===== config.mk =====
export PLATFORM = sky130hd
export DESIGN_NAME = request_result_cache_ttl_lru
export DESIGN_NICKNAME = d
export VERILOG_FILES = /design/src/hdl/rrc_pkg.sv /design/src/hdl/rrc_mem.sv /design/src/hdl/rrc_cmp.sv /design/src/hdl/request_result_cache_ttl_lru.sv
export SDC_FILE = /design/constraint.sdc
export NUM_CORES = 1
export LEC_CHECK = 0
export BUFFER_PORTS_ARGS = -buffer_cell sky130_fd_sc_hd__buf_2
export CORE_MARGIN = 3
export CORE_UTILIZATION = 41
export CTS_CLUSTER_DIAMETER = 50
export DETAILED_ROUTE_END_ITERATION = 7
export GPL_TIMING_DRIVEN = 0
export HOLD_SLACK_MARGIN = 0.12
export PLACE_DENSITY = 0.53
export SYNTH_ARGS = -nofsm -noshare
export SYNTH_HDL_FRONTEND = slang
export SYNTH_SLANG_ARGS = --single-unit

===== constraint.sdc =====
create_clock -name clk -period 11.5 [get_ports clk]
set_input_delay 0.575 -clock clk [delete_from_list [all_inputs] [get_ports clk]]
set_output_delay 0.575 -clock clk [all_outputs]
set_load 0.03 [all_outputs]

===== src/hdl/rrc_pkg.sv =====
`default_nettype none
// ----------------------------------------------------------------------------
// rrc_pkg
// shared types and constants for the request result cache
// ----------------------------------------------------------------------------
package rrc_pkg;

  localparam int unsigned NUM_ENTRIES_DEF = 8;
  localparam int unsigned TTL_RESET       = 1000;

  localparam int unsigned KEY_W   = 56;
  localparam int unsigned PAY_W   = 40;
  localparam int unsigned TIME_W  = 32;
  localparam int unsigned SLOT_W  = 6;
  localparam int unsigned IN_W    = 136;
  localparam int unsigned OUT_W   = 32;

  // request kinds
  localparam logic MODE_FIND  = 1'b0;
  localparam logic MODE_STORE = 1'b1;

  typedef enum logic [1:0] {
    OUT_MISS     = 2'd0,
    OUT_FOUND    = 2'd1,
    OUT_CONFLICT = 2'd2,
    OUT_STORED   = 2'd3
  } outcome_t;

  // write controls towards the entry store
  typedef struct packed {
    logic ent_we;
    logic touch_we;
    logic set_valid;
    logic clr_valid;
  } rrc_wr_t;

  // results of the shared compare unit
  typedef struct packed {
    logic age_exp;
    logic key_eq;
    logic attr_eq;
    logic older;
  } rrc_cmp_t;

endpackage : rrc_pkg
`default_nettype wire


===== src/hdl/rrc_mem.sv =====
`default_nettype none
// ----------------------------------------------------------------------------
// rrc_mem
// entry store: valid flags in flops, key, payload and touch time in memories
// ----------------------------------------------------------------------------
module rrc_mem
  import rrc_pkg::*;
#(
  parameter int unsigned NUM_ENTRIES = NUM_ENTRIES_DEF,
  parameter int unsigned AW          = 3
) (
  input  wire logic                    clk,
  input  wire logic                    rst_n,
  input  wire logic                    rd_en,
  input  wire logic [AW-1:0]           rd_addr,
  output logic      [KEY_W-1:0]        rd_key,
  output logic      [PAY_W-1:0]        rd_pay,
  output logic      [TIME_W-1:0]       rd_touch,
  input  wire rrc_wr_t                 wr_ctl,
  input  wire logic [AW-1:0]           wr_addr,
  input  wire logic [KEY_W-1:0]        wr_key,
  input  wire logic [PAY_W-1:0]        wr_pay,
  input  wire logic [TIME_W-1:0]       wr_touch,
  output logic      [NUM_ENTRIES-1:0]  valid_vec
);

  logic [KEY_W-1:0]       key_mem   [NUM_ENTRIES];
  logic [PAY_W-1:0]       pay_mem   [NUM_ENTRIES];
  logic [TIME_W-1:0]      touch_mem [NUM_ENTRIES];
  logic [NUM_ENTRIES-1:0] valid_r;

  always_ff @(posedge clk) begin
    if (wr_ctl.ent_we) begin
      key_mem[wr_addr] <= wr_key;
      pay_mem[wr_addr] <= wr_pay;
    end
    if (wr_ctl.touch_we) begin
      touch_mem[wr_addr] <= wr_touch;
    end
    if (rd_en) begin
      rd_key   <= key_mem[rd_addr];
      rd_pay   <= pay_mem[rd_addr];
      rd_touch <= touch_mem[rd_addr];
    end
  end

  always_ff @(posedge clk) begin
    if (!rst_n) begin
      valid_r <= '0;
    end else if (wr_ctl.set_valid) begin
      valid_r[wr_addr] <= 1'b1;
    end else if (wr_ctl.clr_valid) begin
      valid_r[wr_addr] <= 1'b0;
    end
  end

  assign valid_vec = valid_r;

endmodule : rrc_mem
`default_nettype wire


===== src/hdl/rrc_cmp.sv =====
`default_nettype none
// ----------------------------------------------------------------------------
// rrc_cmp
// shared compare unit: age against ttl, key and attribute match, wrap-aware age order
// ----------------------------------------------------------------------------
module rrc_cmp
  import rrc_pkg::*;
(
  input  wire logic [TIME_W-1:0] now_time,
  input  wire logic [TIME_W-1:0] ttl,
  input  wire logic [TIME_W-1:0] ent_touch,
  input  wire logic [TIME_W-1:0] tgt_touch,
  input  wire logic [KEY_W-1:0]  req_key,
  input  wire logic [KEY_W-1:0]  ent_key,
  input  wire logic [7:0]        req_svc,
  input  wire logic [7:0]        req_opc,
  input  wire logic [PAY_W-1:0]  ent_pay,
  output rrc_cmp_t               res
);

  logic [TIME_W-1:0] age;
  logic [TIME_W-1:0] diff;

  always_comb begin
    age          = now_time - ent_touch;
    diff         = ent_touch - tgt_touch;
    res.age_exp  = (age >= ttl);
    res.key_eq   = (ent_key == req_key);
    res.attr_eq  = (ent_pay[39:32] == req_svc) && (ent_pay[31:24] == req_opc);
    // touched earlier than the current candidate, modulo wrap
    res.older    = diff[TIME_W-1];
  end

endmodule : rrc_cmp
`default_nettype wire


===== src/hdl/request_result_cache_ttl_lru.sv =====
`default_nettype none
// ----------------------------------------------------------------------------
// request_result_cache_ttl_lru
// cache of request results with time-to-live expiry and least-recently-touched
// replacement, scanned one entry a cycle through one compare unit
// ----------------------------------------------------------------------------
// a find or store ends its scan at the entry that settles it; a miss or a
//   replacing store scans every entry
// throughput: one word at a time; the scan reads one entry a cycle from the
//   single read port of the entry store
// the input is taken again while a finished result waits in the output register
// reset: valid flags cleared at once, ttl set to 1000, no clearing pass
// ----------------------------------------------------------------------------
module request_result_cache_ttl_lru
  import rrc_pkg::*;
#(
  parameter int unsigned NUM_ENTRIES = NUM_ENTRIES_DEF
) (
  input  wire logic             clk,
  input  wire logic             rst_n,
  // mode[0], source_id[8:1], service_id[16:9], op_code[24:17], session_epoch[40:25],
  // req_id[72:41], result_stage[80:73], result_status[96:81], now_time[128:97], zeros
  input  wire logic [IN_W-1:0]  in_tdata,
  input  wire logic             in_tvalid,
  output logic                  in_tready,
  // outcome[1:0], hit_stage[9:2], hit_status[25:10], slot_used[31:26]
  output logic      [OUT_W-1:0] out_tdata,
  output logic                  out_tvalid,
  input  wire logic             out_tready,
  input  wire logic             cfg_wr_en,
  input  wire logic [31:0]      cfg_wr_data
);

  localparam int unsigned AW = (NUM_ENTRIES > 1) ? $clog2(NUM_ENTRIES) : 1;

  typedef enum logic [2:0] {
    ST_IDLE = 3'b001,
    ST_SCAN = 3'b010,
    ST_DONE = 3'b100
  } state_t;

  state_t state_r, state_nxt;

  // ttl register
  logic [TIME_W-1:0] ttl_r;

  // latched request
  logic              mode_r;
  logic [KEY_W-1:0]  key_r;
  logic [7:0]        svc_r;
  logic [7:0]        opc_r;
  logic [7:0]        stage_r;
  logic [15:0]       status_r;
  logic [TIME_W-1:0] now_r;

  // scan control: idx issues reads, ev marks read data ready for entry ev_idx
  logic [AW:0]       idx_r, idx_nxt;
  logic              ev_r, ev_nxt;
  logic [AW-1:0]     ev_idx_r, ev_idx_nxt;
  logic [AW-1:0]     tgt_r, tgt_nxt;
  logic [TIME_W-1:0] tgt_touch_r, tgt_touch_nxt;

  // finished result waiting for the output register
  outcome_t          res_outcome_r, res_outcome_nxt;
  logic [7:0]        res_stage_r, res_stage_nxt;
  logic [15:0]       res_status_r, res_status_nxt;
  logic [AW-1:0]     res_slot_r, res_slot_nxt;

  // output register
  logic              out_valid_r, out_valid_nxt;
  logic [OUT_W-1:0]  out_data_r, out_data_nxt;

  // entry store and compare unit
  logic                   rd_en;
  logic [KEY_W-1:0]       rd_key;
  logic [PAY_W-1:0]       rd_pay;
  logic [TIME_W-1:0]      rd_touch;
  rrc_wr_t                wr_ctl;
  logic [AW-1:0]          wr_addr;
  logic [NUM_ENTRIES-1:0] valid_vec;
  rrc_cmp_t               cmp;

  // per-entry decision terms
  logic ent_valid;
  logic ent_stale;
  logic ent_last;
  logic take_cand;
  logic accept_in;

  assign accept_in = in_tvalid && in_tready;
  assign in_tready = (state_r == ST_IDLE);
  assign rd_en     = (state_r == ST_SCAN) && (idx_r < (AW+1)'(NUM_ENTRIES));

  rrc_mem #(
    .NUM_ENTRIES (NUM_ENTRIES),
    .AW          (AW)
  ) u_mem (
    .clk       (clk),
    .rst_n     (rst_n),
    .rd_en     (rd_en),
    .rd_addr   (idx_r[AW-1:0]),
    .rd_key    (rd_key),
    .rd_pay    (rd_pay),
    .rd_touch  (rd_touch),
    .wr_ctl    (wr_ctl),
    .wr_addr   (wr_addr),
    .wr_key    (key_r),
    .wr_pay    ({svc_r, opc_r, stage_r, status_r}),
    .wr_touch  (now_r),
    .valid_vec (valid_vec)
  );

  rrc_cmp u_cmp (
    .now_time  (now_r),
    .ttl       (ttl_r),
    .ent_touch (rd_touch),
    .tgt_touch (tgt_touch_r),
    .req_key   (key_r),
    .ent_key   (rd_key),
    .req_svc   (svc_r),
    .req_opc   (opc_r),
    .ent_pay   (rd_pay),
    .res       (cmp)
  );

  always_comb begin
    ent_valid = valid_vec[ev_idx_r];
    ent_stale = ent_valid && cmp.age_exp;
    ent_last  = (ev_idx_r == AW'(NUM_ENTRIES - 1));
    // entry zero always seeds the replacement candidate
    take_cand = (ev_idx_r == '0) || cmp.older;
  end

  // sequencer
  always_comb begin
    state_nxt       = state_r;
    idx_nxt         = idx_r;
    ev_nxt          = ev_r;
    ev_idx_nxt      = ev_idx_r;
    tgt_nxt         = tgt_r;
    tgt_touch_nxt   = tgt_touch_r;
    res_outcome_nxt = res_outcome_r;
    res_stage_nxt   = res_stage_r;
    res_status_nxt  = res_status_r;
    res_slot_nxt    = res_slot_r;
    out_valid_nxt   = out_valid_r && !out_tready;
    out_data_nxt    = out_data_r;
    wr_ctl          = '0;
    wr_addr         = ev_idx_r;

    case (state_r)
      ST_IDLE: begin
        if (accept_in) begin
          idx_nxt   = '0;
          ev_nxt    = 1'b0;
          tgt_nxt   = '0;
          state_nxt = ST_SCAN;
        end
      end

      ST_SCAN: begin
        // issue the next read
        ev_nxt     = rd_en;
        ev_idx_nxt = idx_r[AW-1:0];
        if (rd_en) begin
          idx_nxt = idx_r + 1'b1;
        end

        if (ev_r) begin
          if (mode_r == MODE_FIND) begin
            if (ent_stale) begin
              wr_ctl.clr_valid = 1'b1;
            end
            if (ent_valid && !ent_stale && cmp.key_eq) begin
              state_nxt = ST_DONE;
              if (!cmp.attr_eq) begin
                res_outcome_nxt = OUT_CONFLICT;
                res_stage_nxt   = '0;
                res_status_nxt  = '0;
                res_slot_nxt    = '0;
              end else begin
                wr_ctl.touch_we = 1'b1;
                res_outcome_nxt = OUT_FOUND;
                res_stage_nxt   = rd_pay[23:16];
                res_status_nxt  = rd_pay[15:0];
                res_slot_nxt    = ev_idx_r;
              end
            end else if (ent_last) begin
              state_nxt       = ST_DONE;
              res_outcome_nxt = OUT_MISS;
              res_stage_nxt   = '0;
              res_status_nxt  = '0;
              res_slot_nxt    = '0;
            end
          end else begin
            if (!ent_valid || ent_stale) begin
              // free or expired entry takes the store
              wr_ctl.ent_we    = 1'b1;
              wr_ctl.touch_we  = 1'b1;
              wr_ctl.set_valid = 1'b1;
              wr_addr          = ev_idx_r;
              state_nxt        = ST_DONE;
              res_outcome_nxt  = OUT_STORED;
              res_stage_nxt    = '0;
              res_status_nxt   = '0;
              res_slot_nxt     = ev_idx_r;
            end else begin
              if (take_cand) begin
                tgt_nxt       = ev_idx_r;
                tgt_touch_nxt = rd_touch;
              end
              if (ent_last) begin
                // replace the least recently touched entry
                wr_ctl.ent_we    = 1'b1;
                wr_ctl.touch_we  = 1'b1;
                wr_ctl.set_valid = 1'b1;
                wr_addr          = take_cand ? ev_idx_r : tgt_r;
                state_nxt        = ST_DONE;
                res_outcome_nxt  = OUT_STORED;
                res_stage_nxt    = '0;
                res_status_nxt   = '0;
                res_slot_nxt     = take_cand ? ev_idx_r : tgt_r;
              end
            end
          end
        end
      end

      ST_DONE: begin
        if (!out_valid_r || out_tready) begin
          out_valid_nxt = 1'b1;
          out_data_nxt  = {SLOT_W'(res_slot_r), res_status_r, res_stage_r, res_outcome_r};
          state_nxt     = ST_IDLE;
        end
      end

      default: begin
        state_nxt = ST_IDLE;
      end
    endcase
  end

  // control state
  always_ff @(posedge clk) begin
    if (!rst_n) begin
      state_r     <= ST_IDLE;
      ttl_r       <= TIME_W'(TTL_RESET);
      idx_r       <= '0;
      ev_r        <= 1'b0;
      out_valid_r <= 1'b0;
    end else begin
      state_r     <= state_nxt;
      idx_r       <= idx_nxt;
      ev_r        <= ev_nxt;
      out_valid_r <= out_valid_nxt;
      if (cfg_wr_en) begin
        ttl_r <= cfg_wr_data;
      end
    end
  end

  // payload registers
  always_ff @(posedge clk) begin
    if (accept_in) begin
      mode_r   <= in_tdata[0];
      key_r    <= {in_tdata[8:1], in_tdata[40:25], in_tdata[72:41]};
      svc_r    <= in_tdata[16:9];
      opc_r    <= in_tdata[24:17];
      stage_r  <= in_tdata[80:73];
      status_r <= in_tdata[96:81];
      now_r    <= in_tdata[128:97];
    end
    ev_idx_r      <= ev_idx_nxt;
    tgt_r         <= tgt_nxt;
    tgt_touch_r   <= tgt_touch_nxt;
    res_outcome_r <= res_outcome_nxt;
    res_stage_r   <= res_stage_nxt;
    res_status_r  <= res_status_nxt;
    res_slot_r    <= res_slot_nxt;
    out_data_r    <= out_data_nxt;
  end

  assign out_tvalid = out_valid_r;
  assign out_tdata  = out_data_r;

  // checks
  a_scan_bound: assert property (@(posedge clk) disable iff (!rst_n)
    (state_r == ST_SCAN) |-> (idx_r <= (AW+1)'(NUM_ENTRIES)))
    else $error("scan index ran past the last entry");

  a_slot_live: assert property (@(posedge clk) disable iff (!rst_n)
    (state_r == ST_DONE && (res_outcome_r == OUT_FOUND || res_outcome_r == OUT_STORED))
      |-> valid_vec[res_slot_r])
    else $error("reported slot is not valid");

  a_miss_zero: assert property (@(posedge clk) disable iff (!rst_n)
    (out_tvalid && (out_tdata[1:0] == OUT_MISS || out_tdata[1:0] == OUT_CONFLICT))
      |-> (out_tdata[31:2] == '0))
    else $error("miss or conflict carries data");

  a_slot_range: assert property (@(posedge clk) disable iff (!rst_n)
    out_tvalid |-> (32'(out_tdata[31:26]) < NUM_ENTRIES))
    else $error("slot outside the cache");

  a_scan_ends: assert property (@(posedge clk) disable iff (!rst_n)
    (state_r == ST_SCAN && ev_r && ent_last) |=> (state_r == ST_DONE))
    else $error("scan did not finish at the last entry");

endmodule : request_result_cache_ttl_lru
`default_nettype wire


== Word level (Yosys, flattened, before mapping) ==
Memory sizes are Yosys's and may differ from the RTL's. A register that Yosys moved wholly into a read port is not among the register bits.
Cells that the tools add are included.

* Add/sub/neg operators: 3
* Order comparisons: 5
* Equality and inequality tests: 14
* Muxes and demuxes: 69
* Bitwise logic cells: 4
* Reduce and logical (&&, ||, !) cells: 27

{| class="wikitable"
|+ Operators with widths
! kind !! count
|-
| two-way mux 16 bit || 5
|-
| two-way mux 3 bit || 25
|-
| subtractor 32 bit || 2
|-
| equality test 56 bit || 1
|-
| two-way mux 8 bit || 7
|-
| >= comparator 32 bit || 1
|-
| equality test 8 bit || 2
|-
| two-way mux 1 bit || 16
|-
| two-way mux 4 bit || 4
|-
| two-way mux 2 bit || 6
|-
| != test 2 bit, second input constant || 5
|-
| AND reduction 5 bit || 2
|-
| case mux 3 bit (3 select lines) || 1
|-
| AND 8 bit || 1
|-
| logical AND 1 bit || 8
|-
| less-than comparator 3 x 4 -> 1 bit, second input constant || 2
|-
| NOT 8 bit || 1
|-
| OR 8 bit || 1
|-
| case mux 4 bit (2 select lines) || 1
|-
| equality test 3 bit, second input constant || 2
|-
| case mux 3 bit (2 select lines) || 1
|-
| AND reduction 2 bit || 3
|-
| AND reduction 3 bit || 2
|-
| adder 4 x 1 -> 4 bit, second input constant || 1
|-
| other kinds (16) || 22
|}

* Flip-flop bits (word level): 274
* RAM bits: 1024
* Bits of input ports: 173
* Word-level logic and storage cells: 146
* Memories kept: 3

{| class="wikitable"
|+ Memory list
! name !! depth !! width !! rd ports !! clocked after memory_dff !! wr ports !! RTL line !! text
|-
| u_mem.key_mem || 8 || 56 || 1 || 1 || 1 || rrc_mem.sv:27 || <nowiki>logic [KEY_W-1:0] key_mem [NUM_ENTRIES];</nowiki>
|-
| u_mem.pay_mem || 8 || 40 || 1 || 1 || 1 || rrc_mem.sv:28 || <nowiki>logic [PAY_W-1:0] pay_mem [NUM_ENTRIES];</nowiki>
|-
| u_mem.touch_mem || 8 || 32 || 1 || 1 || 1 || rrc_mem.sv:29 || <nowiki>logic [TIME_W-1:0] touch_mem [NUM_ENTRIES];</nowiki>
|}

== Depth between registers and ports, before layout ==
Gate-level depths: netlist of the first run.

* Depth after elaboration: 16
* Mapped depth: 24
* Depth with buffers taken out: 23

== Modules after synthesis ==
Synthesis of the first run repeated with hierarchy kept, for this count alone.

* Cell total of the unflattened synthesis: 2769
* Area, all modules: 56887.1 um^2

{| class="wikitable"
|+ By module, submodules not included
! module !! times used !! cells an instance !! area each (um^2)
|-
| rrc_mem || 1 || 1665 || 43296.5
|-
| request_result_cache_ttl_lru || 1 || 532 || 9470.3
|-
| rrc_cmp || 1 || 572 || 4120.2
|}

== Worst setup path before layout of the first run ==
No wires, ideal clock.

* Kind: reg2reg
* From: reg now_r[1]
* To: mem u_mem.key_mem[0][0], enable pin
* Setup time: 554 ps
* Arrival time: 8502 ps
* Setup slack: 2444 ps
* Cell stages (with the launch flop): 22
* Buffers on the path: 1
* Period minus slack after synthesis: 9056 ps
* Cells stage by stage: edfxtp_1 > ha_1 > nor2b_1 > o31a_1 > o21ai_0 > a31oi_1 > o21ai_0 > a21oi_1 > o41ai_1 > nand3_1 > o311ai_0 > ha_1 > a21o_1 > a21o_1 > a21oi_1 > o31ai_1 > nor4_1 > o211ai_1 > a2111o_1 > and2_4 > buf_6 > nor2_1

* Word-level cells in the longest chain between the ends: 10
* Elaborated cells between the ends (all ways): 14

{| class="wikitable"
|+ Ends and longest elaborated chain
! element !! RTL line !! text
|-
| start, declared || request_result_cache_ttl_lru.sv:54 || <nowiki>logic [TIME_W-1:0] now_r;</nowiki>
|-
| start signal, assigned || request_result_cache_ttl_lru.sv:271 || <nowiki>now_r <= in_tdata[128:97];</nowiki>
|-
| subtractor 32 bit (*) || rrc_cmp.sv:25 || <nowiki>age = now_time - ent_touch;</nowiki>
|-
| >= comparator 32 bit (*) || rrc_cmp.sv:27 || <nowiki>res.age_exp = (age >= ttl);</nowiki>
|-
| logical AND 1 bit (*) || request_result_cache_ttl_lru.sv:128 || <nowiki>ent_stale = ent_valid && cmp.age_exp;</nowiki>
|-
| logical OR 1 bit (*) || request_result_cache_ttl_lru.sv:196 || <nowiki>if (!ent_valid || ent_stale) begin</nowiki>
|-
| two-way mux 3 bit || request_result_cache_ttl_lru.sv:196 ||
|-
| two-way mux 1 bit || request_result_cache_ttl_lru.sv:170 || <nowiki>if (mode_r == MODE_FIND) begin</nowiki>
|-
| two-way mux 4 bit || request_result_cache_ttl_lru.sv:169 || <nowiki>if (ev_r) begin</nowiki>
|-
| two-way mux 4 bit || request_result_cache_ttl_lru.sv:151 || <nowiki>case (state_r)</nowiki>
|-
| two-way mux 1 bit || rrc_mem.sv:33 || <nowiki>if (wr_ctl.ent_we) begin</nowiki>
|-
| two-way mux 1 bit (implied by the code) || rrc_mem.sv:34 || <nowiki>key_mem[wr_addr] <= wr_key;</nowiki>
|-
| end, declared || rrc_mem.sv:27 ||
|}

Every way passes the cells marked *; elsewhere a longest branch is shown, timed or not.

== Worst setup path in the final report of the first run ==
* From: reg now_r[1]
* To: mem u_mem.key_mem[6][37], enable pin

Same word-level chain as after synthesis.

==> results of run 1 <==
-- stage by stage --
step	utilization	cell area (um2)	TNS [ns]
finish	0.500	67000	0
detailed placement	0.449	60200	0
global placement	0.438	58700	-3460.91
floorplan	-	55500	0
CTS	0.500	67000	0
global route	0.500	67000	0
-- registers in the layout (all words and copies together) (netlist names), 8 cells and up, named ones only --
name             flops
u_mem.key_mem      448
u_mem.pay_mem      320
u_mem.touch_mem    256
key_r               56
u_mem.rd_key        56
u_mem.rd_pay        40
now_r               32
tgt_touch_r         32
ttl_r               32
u_mem.rd_touch      32
out_tdata           29
res_status_r        16
status_r            16
opc_r                8
res_stage_r          8
stage_r              8
svc_r                8
-- cell usage after synthesis (3+ instances only) --
cell and number:
sky130_fd_sc_hd__nand4_1 25, sky130_fd_sc_hd__buf_1 30, sky130_fd_sc_hd__dfxtp_1 49, sky130_fd_sc_hd__mux2_2 128, sky130_fd_sc_hd__xor2_1 41, sky130_fd_sc_hd__clkbuf_1 59
sky130_fd_sc_hd__mux2i_1 28, sky130_fd_sc_hd__nor2b_1 5, sky130_fd_sc_hd__a31o_2 3, sky130_fd_sc_hd__edfxtp_1 1377, sky130_fd_sc_hd__nor4_1 19, sky130_fd_sc_hd__inv_1 113
sky130_fd_sc_hd__o32ai_1 7, sky130_fd_sc_hd__buf_2 3, sky130_fd_sc_hd__a2111o_1 3, sky130_fd_sc_hd__nand2_1 41, sky130_fd_sc_hd__o21a_1 5, sky130_fd_sc_hd__o31ai_1 7
sky130_fd_sc_hd__nor2_1 83, sky130_fd_sc_hd__a22o_1 24, sky130_fd_sc_hd__o22ai_1 5, sky130_fd_sc_hd__o21ai_0 26, sky130_fd_sc_hd__buf_6 3, sky130_fd_sc_hd__mux4_2 258
sky130_fd_sc_hd__nand2b_1 9, sky130_fd_sc_hd__a22oi_1 4, sky130_fd_sc_hd__nor3_1 12, sky130_fd_sc_hd__ha_1 94, sky130_fd_sc_hd__o211ai_1 11, sky130_fd_sc_hd__a31oi_1 5
sky130_fd_sc_hd__nand3_1 21, sky130_fd_sc_hd__a21oi_1 50, sky130_fd_sc_hd__a21o_1 38, sky130_fd_sc_hd__buf_4 4, sky130_fd_sc_hd__a211oi_1 12, sky130_fd_sc_hd__o21bai_1 4
sky130_fd_sc_hd__xnor2_1 59
-- how the worst max path moves through the flow --
| stage | startpoint | end |
|---|---|---|
| after detailed placement | now_r[1] | u_mem.key_mem[6][32] |
| after global routing | now_r[1] | u_mem.key_mem[6][45] |
| final | now_r[1] | u_mem.key_mem[6][37] |
| after global placement | now_r[1] | u_mem.key_mem[1][50] |
| after floorplan | now_r[1] | u_mem.key_mem[0][0] |
| after CTS | now_r[1] | u_mem.key_mem[6][41] |
-- timing repair --
action | CTS | global route
endpoints found under the hold margin | 161 | 0
hold buffers | 161 | 0
resized for setup | 0 | 0
-- placed cells by master (no fill, tap or decap), drive strengths merged, types with 7 or more instances in the layout --
cell and n:
o32ai 7, edfxtp 1377, mux4 258, a21o 39
o31ai 7, mux2 128, mux2i 28, o21ai 28
nand2 41, dlygate4sd3 161, nand2b 9, clkinv 62
nand4 25, ha 94, buf 327, o211ai 11
bufinv 15, a21oi 51, inv 132, dfxtp 49
clkbuf 256, a22o 24, a211oi 13, xor2 41
nor4 19, nand3 21, xnor2 59, nor3 13
nor2 83
-- layer usage --
layer	vias up	global-route usage
li1	12261	-
met1	14410	0.249
met2	748	0.314
met3	200	0.0345
met4	0	0.0534
met5	-	0
-- final cells by class --
cell class | instances | area share
Sequential cell | 1426 | 0.632
Multi-Input combinational cell | 1068 | 0.185
Tap cell | 1768 | 0.0330
Buffer | 99 | 0.00618
Clock inverter | 99 | 0.0150
Clock buffer | 197 | 0.0626
Timing Repair Buffer | 448 | 0.0596
Antenna cell | 1 | 0.0000373
Inverter | 114 | 0.00650
-- worst min-delay path, delay by kind of cell --
kind	cells	cell delay [ns]
and+or+nand+nor	2	0.22
AOI/OAI and AO/OA	1	0.10
buffers and inverters	1	0.08
-- kinds of logic after synthesis --
kind of cell,Yosys count
AOI/OAI and AO/OA,224
xor gates and xnor gates,100
adders and majority gates,95
buffers and inverters,213
DFF,1426
muxes,414
other,1
and+or+nand+nor,232
-- report_power, final --
part,internal (W),switching (W),total [W]
Combinational,0.000221,0.000267,0.000488
Sequential,0.00581,0.000108,0.00591
Clock,0.00295,0.00206,0.00501
Total,0.00898,0.00243,0.0114
==> results.toml, run 1 <==
[timing]
post_route_skew_ns = 0.0375
relSlewSlack = 0.0502
final_critical_path_setup_slack_ns = 4.03
setup_viol = 0
hold_slack_ns = 0.264
unrepaired_setup_endpoints_after_global_routing = "false"
report.final.slew_viol_count = 0
post-route-min-period_ns = 7.47
final_min_period_over_clock_period = 0.650
worst_pin_slew_ns = 1.42
hold_viol_final = 0
maximum_frequency_from_static_timing_analysis_ghz = 0.134

[floorplanning]
die_x_um = 374
start_util = 0.414
die-height_um = 374
fp.dieArea_mm2 = 0.140
coreArea_mm2 = 0.134
std_cell_rows = 134
top_level_ports = 207

[hold_path]
whs_path_depth = 4
hold_end = "state_r[2]"
hold_path_class = "in -> reg"
min-delay-start = "out_tready"

[critical_path]
crit-reg2reg-capture = "u_mem.key_mem[6][37]"
setup.worst_path.end_class = "register"
cpMaxStageDelayCell = "sky130_fd_sc_hd__a22oi_1"
reg2reg_slack_ns = 4.03
critical_path_depth = 20
family_of_cells_with_the_greatest_summed_delay_on_the_critical_path = "compound AO/OA/AOI/OAI gates"
regToRegStartpoint = "now_r[1]"
critical_path_required_ns = 12.01
setup.worst_path.start_class = "register"
crit_arrival_ns = 7.99
cpPeakStageDelay_ns = 1.00
crit_path_cell_trace = "ha_1 -> nor2b_1 -> o31a_1 -> o21ai_0 -> a31oi_1 -> o21ai_0 -> a21oi_1 -> o41ai_1 -> o311ai_0 -> ha_1 -> nand4_1 -> or2_2 -> or3_1 -> o21ai_1 -> nor3_1 -> a22oi_1 -> nor2_4 -> buf_12 -> buf_12 -> buf_12"
cp.buffers_inverters = 3
timing_worst_setup_path_type = "reg -> reg"
path_common_cell = "sky130_fd_sc_hd__buf_12"
worst_reg2reg_path_depth = 20
critical_path_peak_fanout = 20

[final_layout]
drive_gt1_frac = 0.276
layout.cells.non_filler = 5220
syn2layout_area_growth_pct = 20.8
ff_latch_area_mm2 = 0.0423
final.fill_count = 10824
numnets_final = 3585
multi_input_comb_area_mm2 = 0.0124

[placed_design]
gp_routability_congestion = 0.817
preCtsSetupSlack_ns = 4.03
hpwl_mm = 85.1
placed_cells = 4762
count_of_buffers_inserted_at_the_top_level_ports = 195

[power_and_ir_drop]
pwr_density_cell_mw_per_mm2 = 170
power_w = 0.0114
p_leak_nw = 22.1
peakVddDrop_mv = 0.135

[synthesis]
post_synthesis_cells = 2705
synth.distinct_cells = 69
muxShareOfSynthArea = 0.136
synth_top_family_by_area = "multiplexers"
synth-seq-area-share = 0.763
synth_simple_gate_area_frac = 0.0202
synthAdderAreaFrac = 0.0216
synth_xor_area_frac = 0.0158
synth_async_sr_flop_share = 0
synth.yosys.warnings = 0
synth_seq_cells = 1426
syn_area_per_cell_um2 = 20.5
yosys-top-cells-area = "sky130_fd_sc_hd__edfxtp_1 (75%), sky130_fd_sc_hd__mux4_2 (10%), sky130_fd_sc_hd__mux2_2 (2.6%)"
post_synth_top_flop = "sky130_fd_sc_hd__edfxtp_1"
synth_compound_area_frac = 0.0281
synth_top_cell_area_share = 0.746
synth_enable_flop_cells = 1377
synth_top_area_cell = "sky130_fd_sc_hd__edfxtp_1"
cell_area_after_technology_mapping_mm2 = 0.0555

[drt]
post_drt_wl_per_cell_um = 24.8
drt_wl_total_mm = 130
wl_met3_mm = 6.39
route.detailed.vias_per_inst = 5.29
drtIter0Drc = 2104
remaining_routing_drc_violations = 0
met2WireLength_mm = 64.4
final_antenna_net_count = 0
detail_route.wirelength.met1_mm = 55.7
highest-signal-layer = "met4"
total_number_of_vias = 27619
dr.pass1.iters = 5

[global_route]
gr-usage-all-layers = 0.187
grt_start_max_net_pins = 92
gr-total-overflow = 0
grt_first_pass_wirelength_mm = 192
grt_antenna_before_repair = 3
first_global_vias = 29553

[clock_tree]
cts_post_setup_buffers_inserted = 0
h-tree-depth = 4
cts_inserted_buffers = 160
clockBufferDepth = 3
cts_num_sinks = 1426
cts-root-buf = "sky130_fd_sc_hd__clkbuf_16"
tritoncts = "done"
clk_latency_ns = 0.78
clk_transition_reported_paths_ns = 0.06

[run_status]
status = "finished clean"

[job]
drv.max_cap_violation_count = 0
(Power assumes the default switching activity.)
==> inputs of run 2 (changes only) <==
--- a/config.mk
+++ b/config.mk
@@ -5,6 +5,7 @@
 export SDC_FILE = /design/constraint.sdc
 export NUM_CORES = 1
 export LEC_CHECK = 0
+export ABC_AREA = 1
 export BUFFER_PORTS_ARGS = -buffer_cell sky130_fd_sc_hd__buf_2
 export CORE_MARGIN = 3
 export CORE_UTILIZATION = 41
==> constraint.sdc (replaced) <==
create_clock -name clk -period 7.22 [get_ports clk]
set_input_delay 0.361 -clock clk [delete_from_list [all_inputs] [get_ports clk]]
set_output_delay 0.361 -clock clk [all_outputs]
set_load 0.03 [all_outputs]
==> run 2 against run 1 <==
Cell area up 1.3%. Non-clock buffer count is 90 higher. First-iteration DRC count grew 36%. Setup slack got worse by 3.5 ns. Via count rose by 30%. Combinational power grew to 8.7 times the previous value. Register-to-register slack got worse by 3.5 ns. Core utilization decreased by 0.29 points. Clock power grew 61%. Critical path type unchanged. Critical endpoint is now u_mem.key_mem[0][45].
==> results.toml, run 2 <==
[synthesis]
syn_area_per_cell_um2 = 13.1
post_synth_top_flop = "sky130_fd_sc_hd__edfxtp_1"
synth.distinct_cells = 59
post_synthesis_cells = 4345
synth_xor_area_frac = 0.0130
synthAdderAreaFrac = 0.0211
synth.yosys.warnings = 0
muxShareOfSynthArea = 0
synth_seq_cells = 1426
synth_top_family_by_area = "compound AO/OA/AOI/OAI gates"
synth_compound_area_frac = 0.0976
synth_simple_gate_area_frac = 0.0931
synth_async_sr_flop_share = 0
synth_top_cell_area_share = 0.729
cell_area_after_technology_mapping_mm2 = 0.0568
post-synth-top-count-cell = "sky130_fd_sc_hd__edfxtp_1"
synth-seq-area-share = 0.746
synth.top_cells.by_count = "sky130_fd_sc_hd__edfxtp_1 (1377), sky130_fd_sc_hd__nor2_1 (969), sky130_fd_sc_hd__o21ai_0 (568), sky130_fd_sc_hd__nand2_1 (198), sky130_fd_sc_hd__inv_1 (191)"
synth_enable_flop_cells = 1377
yosys-top-cells-area = "sky130_fd_sc_hd__edfxtp_1 (73%), sky130_fd_sc_hd__nor2_1 (6.4%), sky130_fd_sc_hd__o21ai_0 (5.0%)"
synth_top_area_cell = "sky130_fd_sc_hd__edfxtp_1"

[floorplanning]
coreArea_mm2 = 0.136
std_cell_rows = 135
top_level_ports = 207
fp.dieArea_mm2 = 0.143
die_x_um = 378
die-height_um = 378
start_util = 0.416

[drt]
post_drt_wl_per_cell_um = 21.9
route.detailed.vias_per_inst = 5.25
dr.pass1.iters = 6
remaining_routing_drc_violations = 0
final_antenna_net_count = 0
drt_wl_total_mm = 149
total_number_of_vias = 35834
drtIter0Drc = 2864

[timing]
hold_viol_final = 0
setup_total_negative_slack_ns = 0
unrepaired_setup_endpoints_after_global_routing = "false"
relSlewSlack = 0.0327
worst_pin_slew_ns = 1.45
final_min_period_over_clock_period = 0.921
post_route_skew_ns = 0.0305
maximum_frequency_from_static_timing_analysis_ghz = 0.150
post-route-min-period_ns = 6.65
setup_viol = 0
report.final.slew_viol_count = 0

[clock_tree]
cts-root-buf = "sky130_fd_sc_hd__clkbuf_16"
clockBufferDepth = 3
clk_latency_ns = 0.78
h-tree-depth = 4
cts_num_sinks = 1426
cts_inserted_buffers = 161
clk_transition_reported_paths_ns = 0.05
cts_resized = 0
tritoncts = "done"

[final_layout]
numnets_final = 5190
drive_gt1_frac = 0.110
regMostFlops = "u_mem.key_mem"
multi_input_comb_area_mm2 = 0.0129
largest_register_ffs = 448
final.fill_count = 11857
most_frequent_cells_in_the_layout = "sky130_fd_sc_hd__edfxtp_1 (1377), sky130_fd_sc_hd__nor2_1 (965), sky130_fd_sc_hd__o21ai_0 (568)"
largestRegisters = "u_mem.key_mem: 448 flops, u_mem.pay_mem: 320 flops, u_mem.touch_mem: 256 flops"
finalCoreUtilization = 0.497
final_common_cell = "sky130_fd_sc_hd__edfxtp_1"
syn2layout_area_growth_pct = 19.6
ff_latch_area_mm2 = 0.0423

[critical_path]
cpMaxStageDelayCell = "sky130_fd_sc_hd__edfxtp_1"
crit_arrival_ns = 7.07
family_of_cells_with_the_greatest_summed_delay_on_the_critical_path = "compound AO/OA/AOI/OAI gates"
critical_path_peak_fanout = 54
cp.buffers_inverters = 6
setup.worst_path.start_class = "register"
setup.worst_path.end_class = "register"
cpPeakStageDelay_ns = 0.56
timing_worst_setup_path_type = "reg -> reg"
path_common_cell = "sky130_fd_sc_hd__nand2_1"
critical_path_required_ns = 7.64

[run_status]
status = "finished clean"

[placed_design]
count_of_buffers_inserted_at_the_top_level_ports = 196
hpwl_mm = 96.8
gp_routability_congestion = 0.855

[global_route]
grt_first_pass_wirelength_mm = 220
gr-total-overflow = 0
grt_start_max_net_pins = 72
first_global_vias = 35152
gr-usage-all-layers = 0.208
grt_antenna_before_repair = 6

[power_and_ir_drop]
peakVddDrop_mv = 0.245
pwr_density_cell_mw_per_mm2 = 333
p_leak_nw = 23.6

[hold_path]
hold_path_class = "in -> reg"

[job]
drv.max_cap_violation_count = 0
[run 2: kinds of logic after synthesis]
kind of cell,count (synthesis)
flip-flops,1426
AND/OR/NAND/NOR,1305
buffers and inverters,426
adder cells (fa/ha/maj),95
other,1
XOR/XNOR,84
AO/OA/AOI/OAI,1008
[run 2: cell type report]
cell class,instances,area share
sequential,1426,0.624
multi-input combinational,2495,0.190
clock buffer,198,0.0636
timing repair buffer,412,0.0513
tap,1781,0.0328
clock inverter,89,0.0138
buffer,225,0.0133
inverter,201,0.0117
antenna,1,0.0000369
[run 2: power by group]
part / switching (W) / total, W / internal [W]
registers: 0.000479 / 0.0103 / 0.00982
clock network: 0.00331 / 0.00808 / 0.00477
logic: 0.00288 / 0.00423 / 0.00135
total: 0.00667 / 0.0226 / 0.0159
[run 2: worst register-to-register path: cells and delay by family (launching register included)]
| kind | cells | cell delay, ns |
|---|---|---|
| flops | 1 | 0.56 |
| compound gates | 8 | 1.81 |
| xor+xnor | 1 | 0.15 |
| fa+ha+maj | 3 | 0.82 |
| simple gates | 12 | 1.48 |
| buf+inv | 6 | 1.43 |
[run 2: what timing repair did]
action / in CTS / in global routing
hold buffers: 172 / 0
buffers inserted: 0 / 4
hold endpoints to repair: 164 / 0
endpoints found under the setup margin: 0 / 8
[run 2: worst paths after layout]
path	start	cells past startpoint	to	slack, ns
worst max-delay path	now_r[0]	30	u_mem.key_mem[0][45]	0.57
worst min-delay path	cfg_wr_en	4	ttl_r[1]	0.24
worst max register to register	now_r[0]	30	u_mem.key_mem[0][45]	0.57
worst min register to register	res_slot_r[1]	0	out_tdata[27]	0.42
[run 2: routing by layer]
layer | wire length (um) | part of all wire | GRT usage
met5 | 0 | 0 | 0
met3 | 8940 | 0.060 | 0.0334
met2 | 71700 | 0.48 | 0.349
met4 | 3570 | 0.024 | 0.0617
met1 | 65100 | 0.44 | 0.278
[run 2: stage by stage]
stage               cell area, um2  total power, W  std cells  setup WS (ns)  hold slack (ns)
floorplan                    56800          0.0129       4347          0.303            0.400
global placement             60000          0.0146       6324          -3.55            0.406
detailed placement           60900          0.0147       6364          0.413            0.414
CTS                          67800          0.0228       6823          0.383            0.206
global route                 67900          0.0237       6827          0.106            0.244
finish                       67900          0.0226       6828          0.571            0.243
